### src/quadric_taubin_distance_max_macros.svh
// Assertion macros for the quadric Taubin distance block
`ifndef QUADRIC_TAUBIN_DISTANCE_MAX_MACROS_SVH
`define QUADRIC_TAUBIN_DISTANCE_MAX_MACROS_SVH
`ifndef SYNTHESIS
`define QTD_ASSERT_IMP(lbl, clk, rstn, ante, cons) \
    lbl: assert property (@(posedge clk) disable iff (!rstn) (ante) |-> (cons)) \
        else $error("qtd assertion failed");
`define QTD_ASSERT_NEXT(lbl, clk, rstn, ante, cons) \
    lbl: assert property (@(posedge clk) disable iff (!rstn) (ante) |=> (cons)) \
        else $error("qtd assertion failed");
`else
`define QTD_ASSERT_IMP(lbl, clk, rstn, ante, cons)
`define QTD_ASSERT_NEXT(lbl, clk, rstn, ante, cons)
`endif
`endif

### src/qtd_pkg.sv
// Types, constants and the multiply schedule of the quadric Taubin distance block
package qtd_pkg;

    localparam int COORD_W   = 16;
    localparam int COEF_W    = 32;
    localparam int PROD_W    = 64;
    localparam int ACC_W     = 64;
    localparam int MAG_W     = 40;
    localparam int T_W       = 31;
    localparam int FM_W      = 48;
    localparam int ROOT_W    = 32;
    localparam int DIST_W    = 24;
    localparam int DIV_W     = 48;
    localparam int STEP_W    = 5;
    localparam int SHIFT_W   = 4;
    localparam int NUM_COEF  = 10;
    localparam int NUM_PAIR  = 5;
    localparam int NUM_MONO  = 6;
    localparam int CFG_IDX_W = 3;
    localparam int CFG_W     = 64;

    localparam logic [DIST_W-1:0] DIST_FULL = '1;

    localparam logic [STEP_W-1:0] STEP_LAST_G = 5'd23;
    localparam logic [STEP_W-1:0] STEP_LAST   = 5'd26;

    localparam logic [CFG_IDX_W-1:0] REG_PAIR_A = 3'd0;
    localparam logic [CFG_IDX_W-1:0] REG_PAIR_B = 3'd1;
    localparam logic [CFG_IDX_W-1:0] REG_PAIR_C = 3'd2;
    localparam logic [CFG_IDX_W-1:0] REG_PAIR_D = 3'd3;
    localparam logic [CFG_IDX_W-1:0] REG_PAIR_E = 3'd4;

    typedef enum logic [1:0] {SRC_COORD, SRC_COEF, SRC_MONO, SRC_T} src_t;
    typedef enum logic [2:0] {DST_MONO, DST_F12, DST_F24, DST_G, DST_SUM} dst_t;

    typedef struct packed {
        src_t       a_sel;
        logic [3:0] a_idx;
        src_t       b_sel;
        logic [3:0] b_idx;
        dst_t       dst;
        logic [2:0] d_idx;
        logic       dbl;
    } step_t;

    function automatic step_t mk(input src_t as, input int ai, input src_t bs, input int bi,
                                 input dst_t d, input int di, input logic db);
        step_t r;
        r.a_sel = as;
        r.a_idx = 4'(ai);
        r.b_sel = bs;
        r.b_idx = 4'(bi);
        r.dst   = d;
        r.d_idx = 3'(di);
        r.dbl   = db;
        return r;
    endfunction

    // one multiply per step: monomials, terms of f, gradient terms, squares
    function automatic step_t step_op(input logic [STEP_W-1:0] step);
        step_t r;
        case (step)
            5'd0:  r = mk(SRC_COORD, 0, SRC_COORD, 0, DST_MONO, 0, 1'b0);
            5'd1:  r = mk(SRC_COORD, 0, SRC_COORD, 1, DST_MONO, 1, 1'b0);
            5'd2:  r = mk(SRC_COORD, 0, SRC_COORD, 2, DST_MONO, 2, 1'b0);
            5'd3:  r = mk(SRC_COORD, 1, SRC_COORD, 1, DST_MONO, 3, 1'b0);
            5'd4:  r = mk(SRC_COORD, 1, SRC_COORD, 2, DST_MONO, 4, 1'b0);
            5'd5:  r = mk(SRC_COORD, 2, SRC_COORD, 2, DST_MONO, 5, 1'b0);
            5'd6:  r = mk(SRC_COEF, 1, SRC_COORD, 0, DST_F12, 0, 1'b0);
            5'd7:  r = mk(SRC_COEF, 2, SRC_COORD, 1, DST_F12, 0, 1'b0);
            5'd8:  r = mk(SRC_COEF, 3, SRC_COORD, 2, DST_F12, 0, 1'b0);
            5'd9:  r = mk(SRC_COEF, 4, SRC_MONO, 0, DST_F24, 0, 1'b0);
            5'd10: r = mk(SRC_COEF, 5, SRC_MONO, 1, DST_F24, 0, 1'b0);
            5'd11: r = mk(SRC_COEF, 6, SRC_MONO, 2, DST_F24, 0, 1'b0);
            5'd12: r = mk(SRC_COEF, 7, SRC_MONO, 3, DST_F24, 0, 1'b0);
            5'd13: r = mk(SRC_COEF, 8, SRC_MONO, 4, DST_F24, 0, 1'b0);
            5'd14: r = mk(SRC_COEF, 9, SRC_MONO, 5, DST_F24, 0, 1'b0);
            5'd15: r = mk(SRC_COEF, 4, SRC_COORD, 0, DST_G, 0, 1'b1);
            5'd16: r = mk(SRC_COEF, 5, SRC_COORD, 1, DST_G, 0, 1'b0);
            5'd17: r = mk(SRC_COEF, 6, SRC_COORD, 2, DST_G, 0, 1'b0);
            5'd18: r = mk(SRC_COEF, 5, SRC_COORD, 0, DST_G, 1, 1'b0);
            5'd19: r = mk(SRC_COEF, 7, SRC_COORD, 1, DST_G, 1, 1'b1);
            5'd20: r = mk(SRC_COEF, 8, SRC_COORD, 2, DST_G, 1, 1'b0);
            5'd21: r = mk(SRC_COEF, 6, SRC_COORD, 0, DST_G, 2, 1'b0);
            5'd22: r = mk(SRC_COEF, 8, SRC_COORD, 1, DST_G, 2, 1'b0);
            5'd23: r = mk(SRC_COEF, 9, SRC_COORD, 2, DST_G, 2, 1'b1);
            5'd24: r = mk(SRC_T, 0, SRC_T, 0, DST_SUM, 0, 1'b0);
            5'd25: r = mk(SRC_T, 1, SRC_T, 1, DST_SUM, 0, 1'b0);
            5'd26: r = mk(SRC_T, 2, SRC_T, 2, DST_SUM, 0, 1'b0);
            default: r = mk(SRC_T, 0, SRC_T, 0, DST_SUM, 0, 1'b0);
        endcase
        return r;
    endfunction

endpackage

### src/qtd_mul.sv
// Bit-serial signed multiplier, one multiplier bit per cycle
module qtd_mul import qtd_pkg::*; (
    input  logic                     aclk,
    input  logic                     aresetn,
    input  logic                     start,
    input  logic signed [COEF_W-1:0] op_a,
    input  logic signed [COEF_W-1:0] op_b,
    output logic                     busy,
    output logic                     done,
    output logic signed [PROD_W-1:0] prod
);

    localparam int CNT_W = $clog2(COEF_W);
    localparam logic [CNT_W-1:0] CNT_LAST = CNT_W'(COEF_W - 1);

    logic                     run_reg, fix_reg, done_reg;
    logic [CNT_W-1:0]         cnt_reg;
    logic [COEF_W-1:0]        hi_reg, lo_reg, mcand_reg;
    logic                     neg_reg;
    logic signed [PROD_W-1:0] prod_reg;
    logic [COEF_W:0]          sum;
    logic [COEF_W-1:0]        mag_a, mag_b;

    always_comb begin
        mag_a = op_a[COEF_W-1] ? COEF_W'(-op_a) : COEF_W'(op_a);
        mag_b = op_b[COEF_W-1] ? COEF_W'(-op_b) : COEF_W'(op_b);
        sum   = {1'b0, hi_reg} + (lo_reg[0] ? {1'b0, mcand_reg} : '0);
    end

    always_ff @(posedge aclk) begin
        if (!aresetn) begin
            run_reg  <= 1'b0;
            fix_reg  <= 1'b0;
            done_reg <= 1'b0;
            cnt_reg  <= '0;
        end else begin
            done_reg <= fix_reg;
            fix_reg  <= run_reg && (cnt_reg == CNT_LAST);
            if (start) begin
                run_reg <= 1'b1;
                cnt_reg <= '0;
            end else if (run_reg) begin
                cnt_reg <= cnt_reg + 1'b1;
                if (cnt_reg == CNT_LAST) run_reg <= 1'b0;
            end
        end
    end

    always_ff @(posedge aclk) begin
        if (start) begin
            mcand_reg <= mag_a;
            lo_reg    <= mag_b;
            hi_reg    <= '0;
            neg_reg   <= op_a[COEF_W-1] ^ op_b[COEF_W-1];
        end else if (run_reg) begin
            hi_reg <= sum[COEF_W:1];
            lo_reg <= {sum[0], lo_reg[COEF_W-1:1]};
        end
        if (fix_reg) begin
            prod_reg <= neg_reg ? -$signed({hi_reg, lo_reg}) : $signed({hi_reg, lo_reg});
        end
    end

    assign busy = run_reg | fix_reg;
    assign done = done_reg;
    assign prod = prod_reg;

endmodule

### src/qtd_sqrt.sv
// Digit-by-digit integer square root, one root bit per cycle
module qtd_sqrt import qtd_pkg::*; (
    input  logic              aclk,
    input  logic              aresetn,
    input  logic              start,
    input  logic [ACC_W-1:0]  radicand,
    output logic              done,
    output logic [ROOT_W-1:0] root
);

    localparam int CNT_W = $clog2(ROOT_W);
    localparam int REM_W = ROOT_W + 4;
    localparam logic [CNT_W-1:0] CNT_LAST = CNT_W'(ROOT_W - 1);

    logic              run_reg, done_reg;
    logic [CNT_W-1:0]  cnt_reg;
    logic [ACC_W-1:0]  rad_reg;
    logic [REM_W-1:0]  rem_reg;
    logic [ROOT_W-1:0] root_reg;
    logic [REM_W-1:0]  rem_sh, trial;
    logic              ge;

    always_comb begin
        rem_sh = {rem_reg[REM_W-3:0], rad_reg[ACC_W-1 -: 2]};
        trial  = {2'b00, root_reg, 2'b01};
        ge     = rem_sh >= trial;
    end

    always_ff @(posedge aclk) begin
        if (!aresetn) begin
            run_reg  <= 1'b0;
            done_reg <= 1'b0;
            cnt_reg  <= '0;
        end else begin
            done_reg <= run_reg && (cnt_reg == CNT_LAST);
            if (start) begin
                run_reg <= 1'b1;
                cnt_reg <= '0;
            end else if (run_reg) begin
                cnt_reg <= cnt_reg + 1'b1;
                if (cnt_reg == CNT_LAST) run_reg <= 1'b0;
            end
        end
    end

    always_ff @(posedge aclk) begin
        if (start) begin
            rad_reg  <= radicand;
            rem_reg  <= '0;
            root_reg <= '0;
        end else if (run_reg) begin
            rad_reg  <= {rad_reg[ACC_W-3:0], 2'b00};
            rem_reg  <= ge ? rem_sh - trial : rem_sh;
            root_reg <= {root_reg[ROOT_W-2:0], ge};
        end
    end

    assign done = done_reg;
    assign root = root_reg;

endmodule

### src/qtd_div.sv
// Restoring divider, one quotient bit per cycle, with overflow check up front
module qtd_div import qtd_pkg::*; (
    input  logic              aclk,
    input  logic              aresetn,
    input  logic              start,
    input  logic [ACC_W-1:0]  dividend,
    input  logic [DIV_W-1:0]  divisor,
    output logic              done,
    output logic              ovf,
    output logic [DIST_W-1:0] quot
);

    localparam int CNT_W = $clog2(DIST_W);
    localparam logic [CNT_W-1:0] CNT_LAST = CNT_W'(DIST_W - 1);

    logic              run_reg, done_reg, ovf_reg;
    logic [CNT_W-1:0]  cnt_reg;
    logic [DIV_W-1:0]  rem_reg, div_reg;
    logic [DIST_W-1:0] low_reg, q_reg;
    logic              ovf_c, ge;
    logic [DIV_W:0]    cand;
    logic [DIV_W+1:0]  diff;

    always_comb begin
        // quotient fits 24 bits only if the upper dividend part is below the divisor
        ovf_c = DIV_W'(dividend[ACC_W-1:DIST_W]) >= divisor;
        cand  = {rem_reg, low_reg[DIST_W-1]};
        diff  = {1'b0, cand} - {2'b00, div_reg};
        ge    = !diff[DIV_W+1];
    end

    always_ff @(posedge aclk) begin
        if (!aresetn) begin
            run_reg  <= 1'b0;
            done_reg <= 1'b0;
            cnt_reg  <= '0;
        end else begin
            done_reg <= (start && ovf_c) || (run_reg && (cnt_reg == CNT_LAST));
            if (start) begin
                run_reg <= !ovf_c;
                cnt_reg <= '0;
            end else if (run_reg) begin
                cnt_reg <= cnt_reg + 1'b1;
                if (cnt_reg == CNT_LAST) run_reg <= 1'b0;
            end
        end
    end

    always_ff @(posedge aclk) begin
        if (start) begin
            ovf_reg <= ovf_c;
            rem_reg <= DIV_W'(dividend[ACC_W-1:DIST_W]);
            low_reg <= dividend[DIST_W-1:0];
            div_reg <= divisor;
            q_reg   <= '0;
        end else if (run_reg) begin
            rem_reg <= ge ? diff[DIV_W-1:0] : cand[DIV_W-1:0];
            low_reg <= {low_reg[DIST_W-2:0], 1'b0};
            q_reg   <= {q_reg[DIST_W-2:0], ge};
        end
    end

    assign done = done_reg;
    assign ovf  = ovf_reg;
    assign quot = q_reg;

endmodule

### src/quadric_taubin_distance_max.sv
// Per point: 27 serial multiplies, normalising shifts of the gradient, a square root and a divide.
// One point at a time: a new point is accepted only in the idle state.
// The output register lets the next point start while a result waits to be taken.
// Reset (aresetn low, synchronous) clears coefficients, running maximum and control.
`include "quadric_taubin_distance_max_macros.svh"
module quadric_taubin_distance_max import qtd_pkg::*; (
    input  logic                 aclk,
    input  logic                 aresetn,
    input  logic                 s_tvalid,
    output logic                 s_tready,
    input  logic [47:0]          s_tdata,   // x_coord, y_coord, z_coord
    input  logic                 s_tlast,   // last_point
    output logic                 m_tvalid,
    input  logic                 m_tready,
    output logic [47:0]          m_tdata,   // distance, max_distance
    output logic [0:0]           m_tuser,   // saturated
    output logic                 m_tlast,   // set_done
    input  logic                 cfg_wr_en,
    input  logic [CFG_IDX_W-1:0] cfg_index,
    input  logic [CFG_W-1:0]     cfg_wdata
);

    typedef enum logic [6:0] {
        ST_IDLE = 7'b0000001,
        ST_MUL  = 7'b0000010,
        ST_ABS  = 7'b0000100,
        ST_NORM = 7'b0001000,
        ST_SQRT = 7'b0010000,
        ST_DIV  = 7'b0100000,
        ST_OUT  = 7'b1000000
    } state_t;

    state_t                    state_reg;
    logic                      wait_reg;
    logic [STEP_W-1:0]         step_reg;
    logic [CFG_W-1:0]          coef_reg [NUM_PAIR];
    logic signed [COEF_W-1:0]  coef_w [NUM_COEF];
    logic signed [COORD_W-1:0] x_reg, y_reg, z_reg;
    logic                      last_reg;
    logic signed [COEF_W-1:0]  mono_reg [NUM_MONO];
    logic signed [ACC_W-1:0]   f_reg;
    logic signed [ACC_W-1:0]   g_reg [3];
    logic [MAG_W-1:0]          mag_reg [3];
    logic [FM_W-1:0]           fm_reg;
    logic [SHIFT_W-1:0]        shift_reg;
    logic [ACC_W-1:0]          sum_reg;
    logic [DIST_W-1:0]         dist_reg, run_max_reg;
    logic                      sat_reg;
    logic                      m_valid_reg, m_sat_reg, m_last_reg;
    logic [DIST_W-1:0]         m_dist_reg, m_max_reg;

    step_t                     op;
    logic signed [COORD_W-1:0] coord_a, coord_b;
    logic signed [COEF_W-1:0]  t_sel, op_a, op_b;
    logic signed [ACC_W-1:0]   g_sh [3];
    logic signed [ACC_W-1:0]   g_abs [3];
    logic signed [ACC_W-1:0]   f_abs;
    logic                      too_big, accept, out_load;
    logic [DIST_W-1:0]         new_max;
    logic                      mul_start, mul_busy, mul_done;
    logic signed [PROD_W-1:0]  mul_prod;
    logic                      sqrt_start, sqrt_done;
    logic [ROOT_W-1:0]         root;
    logic                      div_start, div_done, div_ovf;
    logic [DIST_W-1:0]         quot;
    logic [DIV_W-1:0]          divisor;

    for (genvar r = 0; r < NUM_PAIR; r++) begin : g_coef
        assign coef_w[2*r]   = coef_reg[r][COEF_W-1:0];
        assign coef_w[2*r+1] = coef_reg[r][CFG_W-1:COEF_W];
    end

    assign op = step_op(step_reg);

    always_comb begin
        case (op.a_idx[1:0])
            2'd0:    coord_a = x_reg;
            2'd1:    coord_a = y_reg;
            default: coord_a = z_reg;
        endcase
        case (op.b_idx[1:0])
            2'd0:    coord_b = x_reg;
            2'd1:    coord_b = y_reg;
            default: coord_b = z_reg;
        endcase
        case (op.a_idx[1:0])
            2'd0:    t_sel = $signed({1'b0, mag_reg[0][T_W-1:0]});
            2'd1:    t_sel = $signed({1'b0, mag_reg[1][T_W-1:0]});
            default: t_sel = $signed({1'b0, mag_reg[2][T_W-1:0]});
        endcase
        case (op.a_sel)
            SRC_COORD: op_a = COEF_W'(coord_a);
            SRC_COEF:  op_a = coef_w[op.a_idx];
            SRC_T:     op_a = t_sel;
            default:   op_a = '0;
        endcase
        case (op.b_sel)
            SRC_COORD: op_b = COEF_W'(coord_b);
            SRC_MONO:  op_b = mono_reg[op.b_idx[2:0]];
            SRC_T:     op_b = t_sel;
            default:   op_b = '0;
        endcase
    end

    always_comb begin
        for (int i = 0; i < 3; i++) begin
            g_sh[i]  = g_reg[i] >>> 12;
            g_abs[i] = g_sh[i][ACC_W-1] ? -g_sh[i] : g_sh[i];
        end
        f_abs   = f_reg[ACC_W-1] ? -f_reg : f_reg;
        too_big = (|mag_reg[0][MAG_W-1:T_W]) | (|mag_reg[1][MAG_W-1:T_W])
                | (|mag_reg[2][MAG_W-1:T_W]);
        divisor = DIV_W'(root) << shift_reg;
        new_max = (dist_reg > run_max_reg) ? dist_reg : run_max_reg;
    end

    assign s_tready   = (state_reg == ST_IDLE);
    assign accept     = s_tvalid && s_tready;
    assign mul_start  = (state_reg == ST_MUL) && !wait_reg;
    assign sqrt_start = (state_reg == ST_SQRT) && !wait_reg;
    assign div_start  = (state_reg == ST_DIV) && !wait_reg;
    assign out_load   = (state_reg == ST_OUT) && (!m_valid_reg || m_tready);

    qtd_mul u_mul (
        .aclk(aclk), .aresetn(aresetn), .start(mul_start), .op_a(op_a), .op_b(op_b),
        .busy(mul_busy), .done(mul_done), .prod(mul_prod)
    );

    qtd_sqrt u_sqrt (
        .aclk(aclk), .aresetn(aresetn), .start(sqrt_start), .radicand(sum_reg),
        .done(sqrt_done), .root(root)
    );

    qtd_div u_div (
        .aclk(aclk), .aresetn(aresetn), .start(div_start), .dividend({fm_reg, 16'h0000}),
        .divisor(divisor), .done(div_done), .ovf(div_ovf), .quot(quot)
    );

    // control
    always_ff @(posedge aclk) begin
        if (!aresetn) begin
            state_reg   <= ST_IDLE;
            wait_reg    <= 1'b0;
            step_reg    <= '0;
            m_valid_reg <= 1'b0;
            run_max_reg <= '0;
            for (int r = 0; r < NUM_PAIR; r++) coef_reg[r] <= '0;
        end else begin
            if (cfg_wr_en) begin
                case (cfg_index)
                    REG_PAIR_A: coef_reg[0] <= cfg_wdata;
                    REG_PAIR_B: coef_reg[1] <= cfg_wdata;
                    REG_PAIR_C: coef_reg[2] <= cfg_wdata;
                    REG_PAIR_D: coef_reg[3] <= cfg_wdata;
                    REG_PAIR_E: coef_reg[4] <= cfg_wdata;
                    default: ;
                endcase
            end
            if (out_load) m_valid_reg <= 1'b1;
            else if (m_tready) m_valid_reg <= 1'b0;
            if (mul_start || sqrt_start || div_start) wait_reg <= 1'b1;
            case (state_reg)
                ST_IDLE: begin
                    if (accept) begin
                        state_reg <= ST_MUL;
                        step_reg  <= '0;
                        wait_reg  <= 1'b0;
                    end
                end
                ST_MUL: begin
                    if (mul_done) begin
                        wait_reg <= 1'b0;
                        step_reg <= step_reg + 1'b1;
                        if (step_reg == STEP_LAST_G) state_reg <= ST_ABS;
                        else if (step_reg == STEP_LAST) state_reg <= ST_SQRT;
                    end
                end
                ST_ABS:  state_reg <= ST_NORM;
                ST_NORM: if (!too_big) state_reg <= ST_MUL;
                ST_SQRT: begin
                    if (sqrt_done) begin
                        wait_reg  <= 1'b0;
                        state_reg <= (root == '0) ? ST_OUT : ST_DIV;
                    end
                end
                ST_DIV: begin
                    if (div_done) begin
                        wait_reg  <= 1'b0;
                        state_reg <= ST_OUT;
                    end
                end
                ST_OUT: begin
                    if (out_load) begin
                        state_reg   <= ST_IDLE;
                        run_max_reg <= last_reg ? '0 : new_max;
                    end
                end
                default: state_reg <= ST_IDLE;
            endcase
        end
    end

    // datapath
    always_ff @(posedge aclk) begin
        if (accept) begin
            x_reg    <= s_tdata[15:0];
            y_reg    <= s_tdata[31:16];
            z_reg    <= s_tdata[47:32];
            last_reg <= s_tlast;
            f_reg    <= ACC_W'(coef_w[0]);
            for (int i = 0; i < 3; i++) g_reg[i] <= ACC_W'(coef_w[i+1]) <<< 12;
        end
        if ((state_reg == ST_MUL) && mul_done) begin
            case (op.dst)
                DST_MONO: mono_reg[op.d_idx] <= mul_prod[COEF_W-1:0];
                DST_F12:  f_reg <= f_reg + (mul_prod >>> 12);
                DST_F24:  f_reg <= f_reg + (mul_prod >>> 24);
                DST_G:    g_reg[op.d_idx[1:0]] <= g_reg[op.d_idx[1:0]]
                                                + (op.dbl ? (mul_prod <<< 1) : mul_prod);
                DST_SUM:  sum_reg <= sum_reg + $unsigned(mul_prod);
                default: ;
            endcase
        end
        if (state_reg == ST_ABS) begin
            for (int i = 0; i < 3; i++) mag_reg[i] <= g_abs[i][MAG_W-1:0];
            fm_reg    <= f_abs[FM_W-1:0];
            shift_reg <= '0;
            sum_reg   <= '0;
        end
        // scale the gradient down until every magnitude fits 31 bits
        if ((state_reg == ST_NORM) && too_big) begin
            for (int i = 0; i < 3; i++) mag_reg[i] <= mag_reg[i] >> 1;
            shift_reg <= shift_reg + 1'b1;
        end
        if ((state_reg == ST_SQRT) && sqrt_done && (root == '0)) begin
            dist_reg <= DIST_FULL;
            sat_reg  <= 1'b1;
        end
        if ((state_reg == ST_DIV) && div_done) begin
            dist_reg <= div_ovf ? DIST_FULL : quot;
            sat_reg  <= div_ovf;
        end
        if (out_load) begin
            m_dist_reg <= dist_reg;
            m_max_reg  <= new_max;
            m_sat_reg  <= sat_reg;
            m_last_reg <= last_reg;
        end
    end

    assign m_tvalid = m_valid_reg;
    assign m_tdata  = {m_max_reg, m_dist_reg};
    assign m_tuser  = m_sat_reg;
    assign m_tlast  = m_last_reg;

    `QTD_ASSERT_IMP(a_sat_full, aclk, aresetn, m_tvalid && m_tuser[0], m_tdata[23:0] == DIST_FULL)
    `QTD_ASSERT_IMP(a_max_ge, aclk, aresetn, m_tvalid, m_tdata[47:24] >= m_tdata[23:0])
    `QTD_ASSERT_IMP(a_mul_free, aclk, aresetn, mul_start, !mul_busy)
    `QTD_ASSERT_NEXT(a_one_item, aclk, aresetn, s_tvalid && s_tready, !s_tready)

endmodule
### config.mk
export PLATFORM = sky130hd
export DESIGN_NAME = quadric_taubin_distance_max
export DESIGN_NICKNAME = d
export VERILOG_FILES = /design/src/qtd_pkg.sv /design/src/qtd_mul.sv /design/src/qtd_sqrt.sv /design/src/qtd_div.sv /design/src/quadric_taubin_distance_max.sv
export VERILOG_INCLUDE_DIRS = /design/src /design/src/src
export SDC_FILE = /design/constraint.sdc
export NUM_CORES = 2
export LEC_CHECK = 0
export BUFFER_PORTS_ARGS = -buffer_cell sky130_fd_sc_hd__buf_2
export CORE_MARGIN = 3
export CORE_UTILIZATION = 40
export DETAILED_ROUTE_END_ITERATION = 10
export PLACE_DENSITY_LB_ADDON = 0.08
export SYNTH_ARGS = -nofsm -noshare
export SYNTH_HDL_FRONTEND = slang
export SYNTH_SLANG_ARGS = --single-unit
### constraint.sdc
create_clock -name aclk -period 6.55 [get_ports aclk]
set_clock_uncertainty 0.05 [all_clocks]
set_input_delay 0.655 -clock aclk [delete_from_list [all_inputs] [get_ports aclk]]
set_output_delay 0.655 -clock aclk [all_outputs]
set_load 0.01 [all_outputs]
==> results.py <==
metrics = {
    "outcome": {
        "outcome": "completed",
    },
    "synth": {
        "yosys_warnings": 0,
        "synth_top_cell_by_area": "edfxtp_1",
        "synth_edf_count": 1353,
        "synth.cell_area_um2": 94900,
        "synth_cell_type_count": 85,
        "synth_top_area_share_pct": 42.8,
        "syn_inst": 8916,
        "yosys_most_used_dff": "edfxtp_1",
        "ys_async_sr_fraction_pct": 0,
        "synth-seq-area-share_pct": 49.9,
        "ys_top_cells_by_area": "edfxtp_1 (43%), dfxtp_1 (7.0%), ha_1 (5.1%), nand2_1 (4.4%), mux4_2 (3.7%)",
        "avgSynthCellArea_um2": 10.6,
        "ys_ff_latch": 1687,
        "syn-num-nets": 9427,
    },
    "grt": {
        "grt_util_all_layers_pct": 24.6,
        "overflow": 0,
        "grt_max_degree": 166,
        "antenna_found_initial": 29,
        "grt_pass1_wl_mm": 455,
        "grt_pass1_vias": 68700,
    },
    "die": {
        "ioPinCount": 173,
        "die_w_um": 493,
        "die_area_um2": 243000,
        "core_area_um2": 236000,
        "die_h_um": 493,
        "start_util_pct": 40.3,
        "num_rows": 178,
    },
    "sta": {
        "clock.fmax_mhz": 179,
        "tightest_slew_ns": 1.28,
        "fin_crit_ns": 5.60,
        "setup_slack_ns": 0.948,
        "rsz0062_at_grt": "false",
        "hold_viol_final": 0,
        "whs_ns": 0.146,
        "setup_viol": 0,
        "slew_viol_final": 0,
        "slew_headroom_pct": 14.1,
        "final.period_utilization_pct": 85.5,
    },
    "placed_design": {
        "gp_congestion": 0.932,
        "dpl-instance-area_um2": 99400,
        "pre_cts_slack_ns": 1.03,
        "dp_hpwl_mm": 226,
        "portBuffers": 172,
    },
    "drt": {
        "drtAntennaViolNets": 0,
        "vias_per_cell": 5.70,
        "detail_route.wirelength_mm": 306,
        "first_pass_iters": 6,
        "vias": 70300,
        "routedWlPerCell_um": 24.8,
        "drc": 0,
        "drtIter0Drc": 6363,
    },
    "clock_tree": {
        "clock_latency_ns": 0.85,
        "numCtsBuffers": 192,
        "cts_root_buf": "clkbuf_16",
        "cts-resized-gates": 0,
        "cts_max_path_buffers": 3,
        "post_cts_buffers": 0,
        "cts_sinks": 1687,
        "cts_tree": "built",
        "cts_max_level": 4,
        "hold_buffers": 49,
        "clkTransAtPathRegs_ns": 0.06,
    },
    "critical_path": {
        "start_kind": "register",
        "required_ns": 7.01,
        "crit_type": "reg -> reg",
        "crit_arrival_ns": 6.06,
        "cp_max_fo": 42,
        "end_kind": "register",
    },
    "min_path": {
        "hold_path_class": "in -> reg",
    },
    "pwr": {
        "vdd_ir_drop_max_v": 0.000246,
        "p_leak_nw": 39.7,
        "p_per_area_nw_per_um2": 335,
    },
    "layout": {
        "layout-drive-gt1-share_pct": 12.7,
        "largest_reg_flops": 320,
        "multiInputGateArea_um2": 44800,
        "final-seq-area_um2": 47400,
        "nNetsFinal": 9522,
        "fillers": 22200,
        "area_delta_synth_final_pct": 12.0,
        "fin_area_um2": 106000,
    },
    "run": {
        "drv_cap": 0,
    },
}
==> final timing paths <==
| kind | startpoint | endpoint | slack, ns | cells after the start |
|---|---|---|---|---|
| min reg2reg | sat_reg | m_tuser | 0.37 | 0 |
| max reg2reg | op[2] | g_reg[2][60] | 0.95 | 14 |
| max | op[2] | g_reg[2][60] | 0.95 | 14 |
| min | cfg_wdata[47] | coef_reg[0][47] | 0.15 | 2 |
==> cells by family after synthesis <==
family | count (synthesis) | share of synthesized area [%]
mux | 686 | 9.58
fa+ha+maj | 390 | 5.18
simple gates | 2617 | 12.8
xor+xnor | 552 | 5.09
flops | 1687 | 49.9
compound gates | 2204 | 14.4
buf+inv | 780 | 3.12
==> metal layers <==
metal | GRT usage, % | share of wire [%]
met5 | 0 | 0.0088
met2 | 39.2 | 45
met4 | 8.35 | 3.5
met1 | 34.6 | 45
met3 | 3.27 | 5.8
==> power breakdown <==
group,internal (mW),total (mW),switching (mW)
Sequential,13.2,14.4,1.21
Clock,6.16,10.9,4.69
Combinational,4.12,10.4,6.25
Total,23.5,35.6,12.1
==> critical path: stages, from the launching register on <==
cell and delay, ns:
dfxtp_4 0.69, buf_4 0.66, mux4_2 0.44, ha_1 0.41
a21o_1 0.23, a21o_1 0.18, a221oi_1 0.27, o21ai_0 0.20
a221oi_1 0.51, o21ai_0 0.24, o2111ai_1 0.36, a21oi_1 0.22
a221oi_1 0.35, xor2_1 0.28, o21ai_0 0.12
==> stage by stage <==
stage / cells / setup TNS, ns / power (mW) / utilization, %
after floorplan: 8916 / 0 / 21.7 / -
after global placement: 11900 / -0.157 / 24.8 / 42.2
after detailed placement: 11900 / 0 / 24.8 / 42.2
after CTS: 12300 / 0 / 35.8 / 45.1
after global routing: 12300 / 0 / 37.5 / 45.1
final: 12300 / 0 / 35.6 / 45.1
==> cells in the mapped netlist, types with 59 or more instances <==
master	number
edfxtp_1	1353
nand2_1	1123
o21ai_0	661
a21oi_1	589
nor2_1	540
clkbuf_1	388
ha_1	385
dfxtp_1	334
xnor2_1	320
mux2i_1	296
inv_1	295
mux2_2	236
xor2_1	232
a21o_1	203
mux4_2	154
and2_1	139
nand3_1	136
a211oi_1	97
nand4_1	95
nor3_1	91
o31ai_1	90
a31oi_1	85
nand2b_1	81
nor2b_1	80
or2_2	70
or3_1	65
buf_1	59
==> final cells by class <==
class | count | area share [%]
diodes | 7 | 0.0165
multi-input cells | 6449 | 42.2
flip-flops and latches | 1687 | 44.5
repair buffers | 378 | 2.50
inverters | 303 | 1.07
clock buffers | 248 | 4.81
well taps | 3150 | 3.71
clock inverters | 112 | 1.18
==> cell usage in the layout, fill, tap and decap left out, types with 65 or more instances in the layout <==
master,n
or3_1,65
o31ai_1,88
a211oi_1,96
mux4_2,154
clkbuf_16,192
buf_4,146
nor3_1,90
buf_2,173
mux2_2,236
nand2_1,1113
and2_1,138
o21ai_0,657
edfxtp_1,1353
a21o_1,203
xor2_1,232
or2_2,70
a31oi_1,85
a21oi_1,588
nor2b_1,80
ha_1,385
dfxtp_1,320
xnor2_1,320
inv_1,292
mux2i_1,296
nor2_1,536
nand3_1,135
nand2b_1,76
nand4_1,95
No activity file was read; power rests on OpenSTA's default activity.
